==> config.mk <==
export PLATFORM = sky130hd
export DESIGN_NAME = indexed_shift_list
export DESIGN_NICKNAME = d
export VERILOG_FILES = /design/src/rtl/core/isl_pkg.sv /design/src/rtl/core/isl_ram.sv /design/src/rtl/core/isl_ctrl.sv /design/src/rtl/core/indexed_shift_list.sv
export SDC_FILE = /design/constraint.sdc
export NUM_CORES = 2
export LEC_CHECK = 0
export BUFFER_PORTS_ARGS = -buffer_cell sky130_fd_sc_hd__buf_2
export CAP_MARGIN = 20
export CORE_UTILIZATION = 55
export CTS_CLUSTER_SIZE = 40
export DETAILED_ROUTE_END_ITERATION = 6
export MAX_ROUTING_LAYER = met4
export PLACE_DENSITY_LB_ADDON = 0.25
export SLEW_MARGIN = 20
export SYNTH_ARGS = -nofsm -noshare
export SYNTH_HDL_FRONTEND = slang
export SYNTH_HIERARCHICAL = 1
export SYNTH_SLANG_ARGS = --single-unit
==> constraint.sdc <==
create_clock -name i_clk -period 5.55 [get_ports i_clk]
set_clock_uncertainty 0.2 [all_clocks]
set_input_delay 0.555 -clock i_clk [delete_from_list [all_inputs] [get_ports i_clk]]
set_output_delay 0.555 -clock i_clk [all_outputs]
set_load 0.05 [all_outputs]
==> src/rtl/core/isl_pkg.sv <==
// ============================================================================
// isl_pkg
// Shared types, constants and codes for the indexed shift list block.
// ============================================================================
`default_nettype none

package isl_pkg;

    // Store geometry
    localparam int DEPTH     = 64;
    localparam int WORD_BITS = 32;
    localparam int ADDR_W    = $clog2(DEPTH);
    localparam int CNT_W     = $clog2(DEPTH + 1);

    // Fixed field widths of the request and result
    localparam int KIND_W    = 3;
    localparam int IDX_W     = 7;
    localparam int VAL_W     = 32;
    localparam int STAT_W    = 2;
    localparam int DATA_W    = 32;
    localparam int FIDX_W    = 6;
    localparam int COUNT_W   = 7;

    // Common width for comparing a request index against the entry count
    localparam int CMP_W     = (IDX_W > CNT_W) ? IDX_W : CNT_W;

    // Stream packing
    localparam int IN_BITS      = IDX_W + VAL_W;
    localparam int IN_TDATA_W   = ((IN_BITS + 7) / 8) * 8;
    localparam int IN_TUSER_W   = KIND_W;
    localparam int OUT_BITS     = STAT_W + DATA_W + 1 + FIDX_W + COUNT_W;
    localparam int OUT_TDATA_W  = ((OUT_BITS + 7) / 8) * 8;

    // Request kinds
    typedef enum logic [KIND_W-1:0] {
        KIND_INSERT = 3'd0,
        KIND_REMOVE = 3'd1,
        KIND_PUSH   = 3'd2,
        KIND_POP    = 3'd3,
        KIND_SEARCH = 3'd4,
        KIND_READ   = 3'd5,
        KIND_WRITE  = 3'd6,
        KIND_CLEAR  = 3'd7
    } t_kind;

    // Result status codes
    typedef enum logic [STAT_W-1:0] {
        STAT_OK    = 2'd0,
        STAT_RANGE = 2'd1,
        STAT_FULL  = 2'd2
    } t_status;

    // Sequencer states
    typedef enum logic [3:0] {
        S_IDLE,
        S_EXEC,
        S_TAKE_RD,
        S_TAKE_CAP,
        S_SHIFT_CHK,
        S_SHIFT_RD,
        S_SHIFT_WR,
        S_PUT,
        S_SCAN_RD,
        S_SCAN_CMP,
        S_DONE
    } t_state;

    // One request as it enters the sequencer
    typedef struct packed {
        t_kind             kind;
        logic [IDX_W-1:0]  index;
        logic [VAL_W-1:0]  value;
    } t_req;

    // One result as it leaves the sequencer
    typedef struct packed {
        t_status            status;
        logic [DATA_W-1:0]  data_out;
        logic               found;
        logic [FIDX_W-1:0]  found_index;
        logic [CNT_W-1:0]   count;
    } t_rsp;

    // Store access issued by the sequencer
    typedef struct packed {
        logic                  we;
        logic [ADDR_W-1:0]     waddr;
        logic [WORD_BITS-1:0]  wdata;
        logic [ADDR_W-1:0]     raddr;
    } t_ram_cmd;

endpackage

`default_nettype wire

==> src/rtl/core/isl_ram.sv <==
// ============================================================================
// isl_ram
// Generic single write port, single read port RAM with registered read data.
// ============================================================================
`default_nettype none

module isl_ram #(
    parameter int WIDTH = 32,
    parameter int DEPTH = 64
) (
    input  wire logic                     i_clk,
    input  wire logic                     i_we,
    input  wire logic [$clog2(DEPTH)-1:0] i_waddr,
    input  wire logic [WIDTH-1:0]         i_wdata,
    input  wire logic [$clog2(DEPTH)-1:0] i_raddr,
    output logic      [WIDTH-1:0]         o_rdata
);

    logic [WIDTH-1:0] r_mem [DEPTH];

    // Write port
    always_ff @(posedge i_clk) begin
        if (i_we) begin
            r_mem[i_waddr] <= i_wdata;
        end
    end

    // Registered read port
    always_ff @(posedge i_clk) begin
        o_rdata <= r_mem[i_raddr];
    end

endmodule

`default_nettype wire

==> src/rtl/core/isl_ctrl.sv <==
// ============================================================================
// isl_ctrl
// Sequencer for the indexed shift list: checks each request, then moves,
// scans or accesses the stored words one entry at a time through the RAM.
// ============================================================================
`default_nettype none

module isl_ctrl (
    input  wire logic                          i_clk,
    input  wire logic                          i_rst_n,
    input  wire logic                          i_req_valid,
    input  wire isl_pkg::t_req                 i_req,
    output logic                               o_req_ready,
    output logic                               o_rsp_valid,
    output isl_pkg::t_rsp                      o_rsp,
    input  wire logic                          i_rsp_ready,
    output isl_pkg::t_ram_cmd                  o_ram,
    input  wire logic [isl_pkg::WORD_BITS-1:0] i_ram_rdata
);

    isl_pkg::t_state                   r_state, n_state;
    isl_pkg::t_req                     r_req, n_req;
    logic [isl_pkg::CNT_W-1:0]         r_count, n_count;
    logic [isl_pkg::CNT_W-1:0]         r_ptr, n_ptr;
    logic [isl_pkg::CNT_W-1:0]         r_at, n_at;
    logic                              r_up, n_up;
    isl_pkg::t_status                  r_status, n_status;
    logic [isl_pkg::DATA_W-1:0]        r_data, n_data;
    logic                              r_found, n_found;
    logic [isl_pkg::FIDX_W-1:0]        r_fidx, n_fidx;

    logic [isl_pkg::WORD_BITS-1:0]     word;
    logic [isl_pkg::CMP_W-1:0]         idx_ext, cnt_ext, ins_at, take_at;
    logic                              ins_bad, take_bad, wr_bad, full;
    logic [isl_pkg::CNT_W-1:0]         ptr_dn, ptr_up;
    logic                              more, hit;

    // Request checks and the shared pointer step and compare unit
    always_comb begin
        word    = isl_pkg::WORD_BITS'(r_req.value);
        idx_ext = isl_pkg::CMP_W'(r_req.index);
        cnt_ext = isl_pkg::CMP_W'(r_count);
        ins_at  = (r_req.kind == isl_pkg::KIND_PUSH) ? cnt_ext : idx_ext;
        take_at = (r_req.kind == isl_pkg::KIND_POP) ? (cnt_ext - isl_pkg::CMP_W'(1))
                                                    : idx_ext;
        ins_bad = ins_at > cnt_ext;
        full    = r_count == isl_pkg::CNT_W'(isl_pkg::DEPTH);
        wr_bad  = idx_ext >= cnt_ext;
        take_bad = (r_req.kind == isl_pkg::KIND_POP) ? (r_count == '0) : wr_bad;
        ptr_dn  = r_ptr - isl_pkg::CNT_W'(1);
        ptr_up  = r_ptr + isl_pkg::CNT_W'(1);
        more    = r_up ? (r_ptr > r_at) : (ptr_up < r_count);
        hit     = i_ram_rdata == word;
    end

    // Next state
    always_comb begin
        n_state = r_state;
        unique case (r_state)
            isl_pkg::S_IDLE: begin
                if (i_req_valid) begin
                    n_state = isl_pkg::S_EXEC;
                end
            end
            isl_pkg::S_EXEC: begin
                unique case (r_req.kind) inside
                    isl_pkg::KIND_INSERT, isl_pkg::KIND_PUSH: begin
                        n_state = (ins_bad || full) ? isl_pkg::S_DONE : isl_pkg::S_SHIFT_CHK;
                    end
                    isl_pkg::KIND_REMOVE, isl_pkg::KIND_POP, isl_pkg::KIND_READ: begin
                        n_state = take_bad ? isl_pkg::S_DONE : isl_pkg::S_TAKE_RD;
                    end
                    isl_pkg::KIND_SEARCH: begin
                        n_state = isl_pkg::S_SCAN_RD;
                    end
                    default: begin
                        n_state = isl_pkg::S_DONE;
                    end
                endcase
            end
            isl_pkg::S_TAKE_RD: begin
                n_state = isl_pkg::S_TAKE_CAP;
            end
            isl_pkg::S_TAKE_CAP: begin
                n_state = (r_req.kind == isl_pkg::KIND_READ) ? isl_pkg::S_DONE
                                                             : isl_pkg::S_SHIFT_CHK;
            end
            isl_pkg::S_SHIFT_CHK: begin
                if (more) begin
                    n_state = isl_pkg::S_SHIFT_RD;
                end else if (r_up) begin
                    n_state = isl_pkg::S_PUT;
                end else begin
                    n_state = isl_pkg::S_DONE;
                end
            end
            isl_pkg::S_SHIFT_RD: begin
                n_state = isl_pkg::S_SHIFT_WR;
            end
            isl_pkg::S_SHIFT_WR: begin
                n_state = isl_pkg::S_SHIFT_CHK;
            end
            isl_pkg::S_PUT: begin
                n_state = isl_pkg::S_DONE;
            end
            isl_pkg::S_SCAN_RD: begin
                n_state = (r_ptr == '0) ? isl_pkg::S_DONE : isl_pkg::S_SCAN_CMP;
            end
            isl_pkg::S_SCAN_CMP: begin
                n_state = hit ? isl_pkg::S_DONE : isl_pkg::S_SCAN_RD;
            end
            isl_pkg::S_DONE: begin
                if (i_rsp_ready) begin
                    n_state = isl_pkg::S_IDLE;
                end
            end
            default: begin
                n_state = isl_pkg::S_IDLE;
            end
        endcase
    end

    // Datapath updates and RAM accesses for each state
    always_comb begin
        n_req    = r_req;
        n_count  = r_count;
        n_ptr    = r_ptr;
        n_at     = r_at;
        n_up     = r_up;
        n_status = r_status;
        n_data   = r_data;
        n_found  = r_found;
        n_fidx   = r_fidx;
        o_ram.we    = 1'b0;
        o_ram.waddr = r_ptr[isl_pkg::ADDR_W-1:0];
        o_ram.wdata = i_ram_rdata;
        o_ram.raddr = r_at[isl_pkg::ADDR_W-1:0];
        unique case (r_state)
            isl_pkg::S_IDLE: begin
                if (i_req_valid) begin
                    n_req    = i_req;
                    n_status = isl_pkg::STAT_OK;
                    n_data   = '0;
                    n_found  = 1'b0;
                    n_fidx   = '0;
                end
            end
            isl_pkg::S_EXEC: begin
                unique case (r_req.kind) inside
                    isl_pkg::KIND_INSERT, isl_pkg::KIND_PUSH: begin
                        if (ins_bad) begin
                            n_status = isl_pkg::STAT_RANGE;
                        end else if (full) begin
                            n_status = isl_pkg::STAT_FULL;
                        end else begin
                            n_at  = isl_pkg::CNT_W'(ins_at);
                            n_ptr = r_count;
                            n_up  = 1'b1;
                        end
                    end
                    isl_pkg::KIND_REMOVE, isl_pkg::KIND_POP, isl_pkg::KIND_READ: begin
                        if (take_bad) begin
                            n_status = isl_pkg::STAT_RANGE;
                        end else begin
                            n_at = isl_pkg::CNT_W'(take_at);
                        end
                    end
                    isl_pkg::KIND_SEARCH: begin
                        n_ptr = r_count;
                    end
                    isl_pkg::KIND_WRITE: begin
                        if (wr_bad) begin
                            n_status = isl_pkg::STAT_RANGE;
                        end else begin
                            o_ram.we    = 1'b1;
                            o_ram.waddr = isl_pkg::ADDR_W'(idx_ext);
                            o_ram.wdata = word;
                        end
                    end
                    default: begin
                        n_count = '0;
                    end
                endcase
            end
            isl_pkg::S_TAKE_RD: begin
                o_ram.raddr = r_at[isl_pkg::ADDR_W-1:0];
            end
            isl_pkg::S_TAKE_CAP: begin
                n_data = isl_pkg::DATA_W'(i_ram_rdata);
                n_ptr  = r_at;
                n_up   = 1'b0;
            end
            isl_pkg::S_SHIFT_CHK: begin
                // Removal ends here once every later entry has moved down
                if (!more && !r_up) begin
                    n_count = r_count - isl_pkg::CNT_W'(1);
                end
            end
            isl_pkg::S_SHIFT_RD: begin
                o_ram.raddr = r_up ? ptr_dn[isl_pkg::ADDR_W-1:0]
                                   : ptr_up[isl_pkg::ADDR_W-1:0];
            end
            isl_pkg::S_SHIFT_WR: begin
                o_ram.we    = 1'b1;
                o_ram.waddr = r_ptr[isl_pkg::ADDR_W-1:0];
                o_ram.wdata = i_ram_rdata;
                n_ptr       = r_up ? ptr_dn : ptr_up;
            end
            isl_pkg::S_PUT: begin
                o_ram.we    = 1'b1;
                o_ram.waddr = r_at[isl_pkg::ADDR_W-1:0];
                o_ram.wdata = word;
                n_count     = r_count + isl_pkg::CNT_W'(1);
            end
            isl_pkg::S_SCAN_RD: begin
                o_ram.raddr = ptr_dn[isl_pkg::ADDR_W-1:0];
            end
            isl_pkg::S_SCAN_CMP: begin
                // Scan runs from the top entry down, so the first hit is the highest
                if (hit) begin
                    n_found = 1'b1;
                    n_fidx  = isl_pkg::FIDX_W'(ptr_dn);
                end else begin
                    n_ptr = ptr_dn;
                end
            end
            default: begin
            end
        endcase
    end

    // Control registers
    always_ff @(posedge i_clk) begin
        if (!i_rst_n) begin
            r_state <= isl_pkg::S_IDLE;
            r_count <= '0;
        end else begin
            r_state <= n_state;
            r_count <= n_count;
        end
    end

    // Payload registers
    always_ff @(posedge i_clk) begin
        r_req    <= n_req;
        r_ptr    <= n_ptr;
        r_at     <= n_at;
        r_up     <= n_up;
        r_status <= n_status;
        r_data   <= n_data;
        r_found  <= n_found;
        r_fidx   <= n_fidx;
    end

    // Handshake and result
    assign o_req_ready       = r_state == isl_pkg::S_IDLE;
    assign o_rsp_valid       = r_state == isl_pkg::S_DONE;
    assign o_rsp.status      = r_status;
    assign o_rsp.data_out    = r_data;
    assign o_rsp.found       = r_found;
    assign o_rsp.found_index = r_fidx;
    assign o_rsp.count       = r_count;

    // The entry count never passes the store depth
    a_count_bound: assert property (@(posedge i_clk) disable iff (!i_rst_n)
        r_count <= isl_pkg::CNT_W'(isl_pkg::DEPTH))
        else $error("entry count above store depth");

    // Placing the new word grows the list by exactly one
    a_put_grows: assert property (@(posedge i_clk) disable iff (!i_rst_n)
        r_state == isl_pkg::S_PUT |=> r_count == $past(r_count) + isl_pkg::CNT_W'(1))
        else $error("insert did not grow the list by one");

    // A search hit always reports an index inside the list
    a_hit_inside: assert property (@(posedge i_clk) disable iff (!i_rst_n)
        (o_rsp_valid && r_found) |->
            (isl_pkg::CNT_W'(r_fidx) < r_count && r_status == isl_pkg::STAT_OK))
        else $error("search hit outside the list");

    // The store is never written while idle or holding a result
    a_no_stray_write: assert property (@(posedge i_clk) disable iff (!i_rst_n)
        o_ram.we |-> (r_state != isl_pkg::S_IDLE && r_state != isl_pkg::S_DONE))
        else $error("store written outside a request");

endmodule

`default_nettype wire

==> src/rtl/core/indexed_shift_list.sv <==
// ============================================================================
// indexed_shift_list
// Ordered list of data words in a RAM with insert, remove, push, pop, search,
// read, write and clear requests.
// ============================================================================
// Usage:
// Requests arrive on the slave stream: tuser carries the kind and tdata the
// index and value. Every request gives exactly one result on the master
// stream with status, removed or read word, search hit and the new count.
// One request is in work at a time; s_axis_tready is high only while the
// sequencer is idle. Insert and push move the later entries up, remove and
// pop move them down, one entry at a time through the single RAM port
// pair; search scans from the top entry down until it hits or runs out.
// The next request can be accepted from the edge at which the previous
// result can first be taken. The result sits in an output register; while
// the receiver stalls the next request is still accepted and worked on,
// and it waits at the end of its work until the register is free. Reset
// empties the list at once; the RAM needs no clearing, as only written
// entries below the count are ever read.
// ============================================================================
`default_nettype none

module indexed_shift_list (
    input  wire logic                            i_clk,
    input  wire logic                            i_rst_n,
    // Request stream
    input  wire logic                            i_s_axis_tvalid,
    output logic                                 o_s_axis_tready,
    // tdata: index [6:0], value [38:7], zero pad [39]
    input  wire logic [isl_pkg::IN_TDATA_W-1:0]  i_s_axis_tdata,
    // tuser: kind [2:0]
    input  wire logic [isl_pkg::IN_TUSER_W-1:0]  i_s_axis_tuser,
    // Result stream
    output logic                                 o_m_axis_tvalid,
    input  wire logic                            i_m_axis_tready,
    // tdata: status [1:0], data_out [33:2], found [34], found_index [40:35],
    //        count [47:41]
    output logic      [isl_pkg::OUT_TDATA_W-1:0] o_m_axis_tdata
);

    isl_pkg::t_req                  req;
    isl_pkg::t_rsp                  rsp;
    isl_pkg::t_ram_cmd              ram_cmd;
    logic [isl_pkg::WORD_BITS-1:0]  ram_rdata;
    logic                           rsp_valid, rsp_ready;
    logic                           r_out_valid;
    isl_pkg::t_rsp                  r_out;

    // Unpack the request
    always_comb begin
        req.kind  = isl_pkg::t_kind'(i_s_axis_tuser);
        req.index = i_s_axis_tdata[isl_pkg::IDX_W-1:0];
        req.value = i_s_axis_tdata[isl_pkg::IN_BITS-1:isl_pkg::IDX_W];
    end

    isl_ctrl u_ctrl (
        .i_clk       (i_clk),
        .i_rst_n     (i_rst_n),
        .i_req_valid (i_s_axis_tvalid),
        .i_req       (req),
        .o_req_ready (o_s_axis_tready),
        .o_rsp_valid (rsp_valid),
        .o_rsp       (rsp),
        .i_rsp_ready (rsp_ready),
        .o_ram       (ram_cmd),
        .i_ram_rdata (ram_rdata)
    );

    isl_ram #(
        .WIDTH (isl_pkg::WORD_BITS),
        .DEPTH (isl_pkg::DEPTH)
    ) u_ram (
        .i_clk   (i_clk),
        .i_we    (ram_cmd.we),
        .i_waddr (ram_cmd.waddr),
        .i_wdata (ram_cmd.wdata),
        .i_raddr (ram_cmd.raddr),
        .o_rdata (ram_rdata)
    );

    // Output register: takes a result whenever it is empty or being drained
    assign rsp_ready = !r_out_valid || i_m_axis_tready;

    always_ff @(posedge i_clk) begin
        if (!i_rst_n) begin
            r_out_valid <= 1'b0;
        end else if (rsp_ready) begin
            r_out_valid <= rsp_valid;
        end
    end

    always_ff @(posedge i_clk) begin
        if (rsp_valid && rsp_ready) begin
            r_out <= rsp;
        end
    end

    // Pack the result
    assign o_m_axis_tvalid = r_out_valid;
    assign o_m_axis_tdata  = isl_pkg::OUT_TDATA_W'({
        isl_pkg::COUNT_W'(r_out.count),
        r_out.found_index,
        r_out.found,
        r_out.data_out,
        r_out.status
    });

endmodule

`default_nettype wire

== After elaboration in Yosys (flattened, before gate mapping) ==
Memory sizes are Yosys's and may differ from the RTL's. A register that Yosys moved wholly into a read port is not among the register bits.
Cells that the tools add are included.

* Add/sub/neg operators: 4
* Magnitude comparators: 4
* Equality and inequality tests: 37
* Muxes and demuxes: 54
* Reduce and logical (&&, ||, !) cells: 30

{| class="wikitable"
|+ Operators by type and width
! cell !! count
|-
| case mux 39 bit (3 select lines) || 1
|-
| two-way mux 39 bit || 2
|-
| two-way mux 7 bit || 11
|-
| case mux 32 bit (2 select lines) || 1
|-
| case mux 4 bit (11 select lines) || 1
|-
| equality test 32 bit || 1
|-
| two-way mux 32 bit || 1
|-
| two-way mux 4 bit || 7
|-
| case mux 7 bit (2 select lines) || 2
|-
| case mux 7 bit (4 select lines) || 1
|-
| case mux 6 bit (2 select lines) || 2
|-
| case mux 7 bit (3 select lines) || 1
|-
| two-way mux 6 bit || 3
|-
| inequality test 2 bit (second input constant) || 9
|-
| equality test 4 x 3 -> 1 bit (second input constant) || 4
|-
| adder 7 x 1 -> 7 bit (second input constant) || 2
|-
| > comparator 7 bit || 2
|-
| zero test 7 bit || 2
|-
| two-way mux 2 bit || 7
|-
| subtractor 7 x 1 -> 7 bit (second input constant) || 2
|-
| equality test 4 bit (second input constant) || 3
|-
| case mux 4 bit (3 select lines) || 1
|-
| AND reduction 5 bit || 2
|-
| nonzero test 2 bit || 5
|-
| 31 further kinds || 56
|}

* Flip-flop bits (word level): 158
* Bits in writable memories: 2,048
* Input port bits: 47
* Output and inout bits: 50
* Word-level logic and storage cells: 148
* Memories: 1

{| class="wikitable"
|+ Memories
! name !! depth !! width !! read ports !! clocked after Yosys merged registers in !! write ports !! RTL line !! text
|-
| u_ram.r_mem || 64 || 32 || 1 || 1 || 1 || isl_ram.sv:19 || <nowiki>logic [WIDTH-1:0] r_mem [DEPTH];</nowiki>
|}

== Depth between registers and ports, before layout ==
* Word-level depth: 7
* Mapped depth: 17
* Mapped depth without buffers: 12

== By module ==
The synthesis kept the hierarchy.

{| class="wikitable"
|+ By module, submodules not included
! module !! times used !! cells each !! area each (µm²) !! sequential area each (µm²)
|-
| isl_ram || 1 || 3,324 || 78,515.3 || 62,139.6
|-
| isl_ctrl || 1 || 674 || 6,575.1 || 3,163.0
|-
| indexed_shift_list || 1 || 53 || 1,498.9 || 1,461.4
|}

== Worst setup path before layout ==
Ideal clock, no wire load.

* Kind: register -> register
* Start point: register u_ctrl.r_state[0]
* End point: memory u_ram.r_mem[48][0] (enable)
* Library setup time: 461 ps
* Arrival time: 5,180 ps
* Required time: 4,889 ps
* Path slack: -291 ps
* Cell stages (with the launch flop): 13
* Path buffers: 4
* Clock period less this slack: 5,841 ps
* Path through: dfxtp_1 buf_4 or4b_1 buf_2 or3_1 a2111oi_4 nor2_2 buf_6 a221o_1 clkbuf_1 nor2b_1 nand4b_1 nor3_1

{| class="wikitable"
|+ RTL lines
! item !! RTL line !! text
|-
| start, declared || isl_ctrl.sv:21 || <nowiki>isl_pkg::t_state r_state, n_state;</nowiki>
|-
| start signal, assigned || isl_ctrl.sv:235 || <nowiki>r_state <= isl_pkg::S_IDLE;</nowiki>
|-
| start signal, assigned || isl_ctrl.sv:238 || <nowiki>r_state <= n_state;</nowiki>
|-
| end, declared || isl_ram.sv:19 ||
|}

==> flow_summary.json <==
{
  "status": "finished, final reports clean",
  "area_delta_synth_final_pct": 14.74,
  "drt-pass1-iter-count": 5,
  "synth_fp_nets": 4130,
  "required_ns": 6.12,
  "die_h_um": 398.8,
  "yosysWarnings": 6,
  "htree_levels": 4,
  "synth_cell_type_count": 73,
  "async_reset_ff_share_pct": 0,
  "avgRoutedWirePerCell_um": 32.64,
  "hold_class": "input pin to flop",
  "share_seq_of_total_power_pct": 43.1,
  "seq_area_frac_synth_pct": 77.10,
  "grt_use_total_pct": 28.43,
  "postCtsSetupBuffers": 0,
  "synth-edff-count": 2194,
  "tns_ns": 0,
  "p_switching_uw": 16420,
  "worst_pin_slew_ns": 1.140,
  "slew_viol_final": 0,
  "hold_violations": 0,
  "drcViolationCount": 0,
  "final_cells": 6645,
  "synth_most_common_cell": "edfxtp_1",
  "rows": 145,
  "core_region_area_um2": 156200,
  "die_area_um2": 159000,
  "clock_latency_ns": 0.85,
  "setup_violations": 0,
  "netlist_top_cells_count": "edfxtp_1 (2194), mux4_2 (544), nor2_1 (179)",
  "start_util_pct": 55.43,
  "synthesis.area_um2": 86590,
  "max_freq_mhz": 200.5,
  "critPathKind": "flop to flop",
  "n_antenna_cell": 0,
  "maxSlewHeadroom_pct": 23.98,
  "grt_pass1_vias": 42856,
  "final_antenna_net_count": 0,
  "cts_tree": "yes",
  "post-route-min-period_ns": 4.987,
  "power.share.clock_pct": 26.6,
  "post_cts_resized": 0,
  "synth_cells": 4051,
  "max-cap-violations": 0,
  "cts_sinks": 2238,
  "vias_per_cell": 6.600,
  "rsz0062_at_grt": "false",
  "grt_max_degree": 89,
  "drive_gt1_share_pct": 27.86,
  "placed_cells": 6213,
  "endpoint_kind": "flop",
  "switching_share_pct": 32.20,
  "start_kind": "flop",
  "p_int_uw": 34570,
  "grt_pass1_wl_um": 306800,
  "crit_path_max_fanout": 15,
  "globalplace.congestion": 0.9008,
  "avgSynthCellArea_um2": 21.37,
  "numCtsBuffers": 210,
  "wirelength_um": 216900,
  "synth_top_area_cell": "edfxtp_1",
  "p_comb_share_pct": 30.4,
  "hpwl_um": 121300,
  "max-vdd-ir-drop_v": 0.0003579,
  "dr.first_iter.drc_count": 6589,
  "leakage_uw": 0.03139,
  "cts-root-buf": "clkbuf_16",
  "die_x_um": 398.8,
  "clockBufferDepth": 3,
  "synth_ff_type": "edfxtp_1",
  "clk_pin_slew_worst_paths_ns": 0.06,
  "antenna_found_initial": 9,
  "fin_nets": 4494,
  "grt_overflow": 0,
  "ios": 97,
  "post-route-period-util_pct": 89.85,
  "ys_top_cells_by_area": "edfxtp_1 (76%), mux4_2 (14%), mux2i_1 (1.1%)",
  "port_buffers": 95,
  "synth.top_cell.area_share_pct": 76.09,
  "synth-seq-cells": 2238,
  "vias": 43860,
  "arrival_ns": 5.56,
  "power_density_nw_per_um2": 513.2
}
[power by group through the flow]
stage / registers, µW / logic, µW / clock network, µW
2_1_floorplan: 22400 / 8970 / 0
3_3_place_gp: 22300 / 14800 / 0
3_5_place_dp: 22300 / 15200 / 0
4_1_cts: 21900 / 15300 / 13700
5_1_grt: 22000 / 16200 / 14300
6_report: 22000 / 15500 / 13500
[layer usage]
| metal | track usage [%] | part of all wire [%] | up-vias |
|---|---|---|---|
| li1 | - | - | 17668 |
| met1 | 39.79 | 38 | 23124 |
| met2 | 42.48 | 47 | 2692 |
| met3 | 4.963 | 11 | 376 |
| met4 | 10.44 | 3.9 | 0 |
| met5 | - | 0 | - |
[logic make-up (layout without fill, tap and decap cells)]
family | count (synthesis) | in the layout | synth area share (%)
flip-flops | 2238 | 2238 | 77.10
XOR/XNOR | 52 | 52 | 0.5260
buffers and inverters | 241 | 777 | 1.299
AO/OA/AOI/OAI | 361 | 361 | 2.691
multiplexers | 645 | 645 | 15.33
AND/OR/NAND/NOR | 482 | 482 | 2.591
adder cells (fa/ha/maj) | 32 | 32 | 0.4624
[placed cells by master, fill, tap and decap left out, drive strengths merged, types with 44 or more instances in the layout]
master,instances
nand2,131
buf,326
o22ai,88
mux2i,94
xnor2,46
dlygate4sd3,44
o21ai,64
dfxtp,44
a21oi,95
edfxtp,2194
mux4,544
clkbuf,265
nor2,180
clkinv,99
[what timing repair did]
action / in CTS / in global routing
endpoints found under the hold margin: 53 / 0
hold buffers: 44 / 0
endpoints found under the setup margin: 0 / 0
[sequential cells by signal, summed over array words and instances, names as in the netlist]
signal,flops
u_ram/r_mem,2048
u_ram/o_rdata,32
u_ctrl/r_fidx,6
u_ctrl/r_state,4
u_ctrl/idx_ext,7
u_ctrl/r_found,1
u_ctrl/r_ptr,7
u_ctrl/r_up,1
u_ctrl/word,32
o_m_axis_tvalid,1
u_ctrl/r_status,2
u_ctrl/r_data,32
u_ctrl/r_at,7
u_ctrl/r_req,3
o_m_axis_tdata,48
u_ctrl/cnt_ext,7
[worst max-delay path, cell delays in order, from the launching register on]
cell and delay, ns:
edfxtp_1 0.62, nor3_1 0.31, xnor2_1 0.17, nand2_1 0.10, o21ai_0 0.17, o221ai_4 0.90
or2_1 0.97, o22ai_1 0.26, nor2_1 0.63, a21oi_1 0.41, nor2_1 0.16
[cell type report]
class                   instances  area [µm²]
multi-input cells            1572       19620
repair buffers                370        3859
clock inverters               119       909.6
well taps                    2058        2575
inverters                      23       86.33
clock buffers                 265        5544
flip-flops and latches       2238       66760
fillers                     10044       56850
[metrics by stage]
step	hold WS, ns	area [µm²]	worst slack [ns]	utilization [%]	power, µW
after floorplan	0.2003	86600	-0.1491	-	31410
after global placement	0.2055	92270	0.7742	59.07	37120
after detailed placement	0.2045	92360	0.7987	59.12	37490
after CTS	0.05228	99250	0.7597	63.54	50910
after global routing	0.09973	99350	0.5491	63.60	52450
final	0.1111	99350	0.5634	63.60	50990
[final timing paths]
kind | from | to | slack, ns | cells past startpoint
min reg2reg | u_ctrl/r_data[6] | o_m_axis_tdata[8] | 0.20 | 0
min | i_s_axis_tvalid | u_ctrl/r_state[0] | 0.11 | 4
max reg2reg | u_ctrl/r_ptr[2] | u_ram/o_rdata[1] | 0.56 | 10
max | u_ctrl/r_ptr[2] | u_ram/o_rdata[1] | 0.56 | 10
Note: power is estimated with default switching activity, not from simulation.
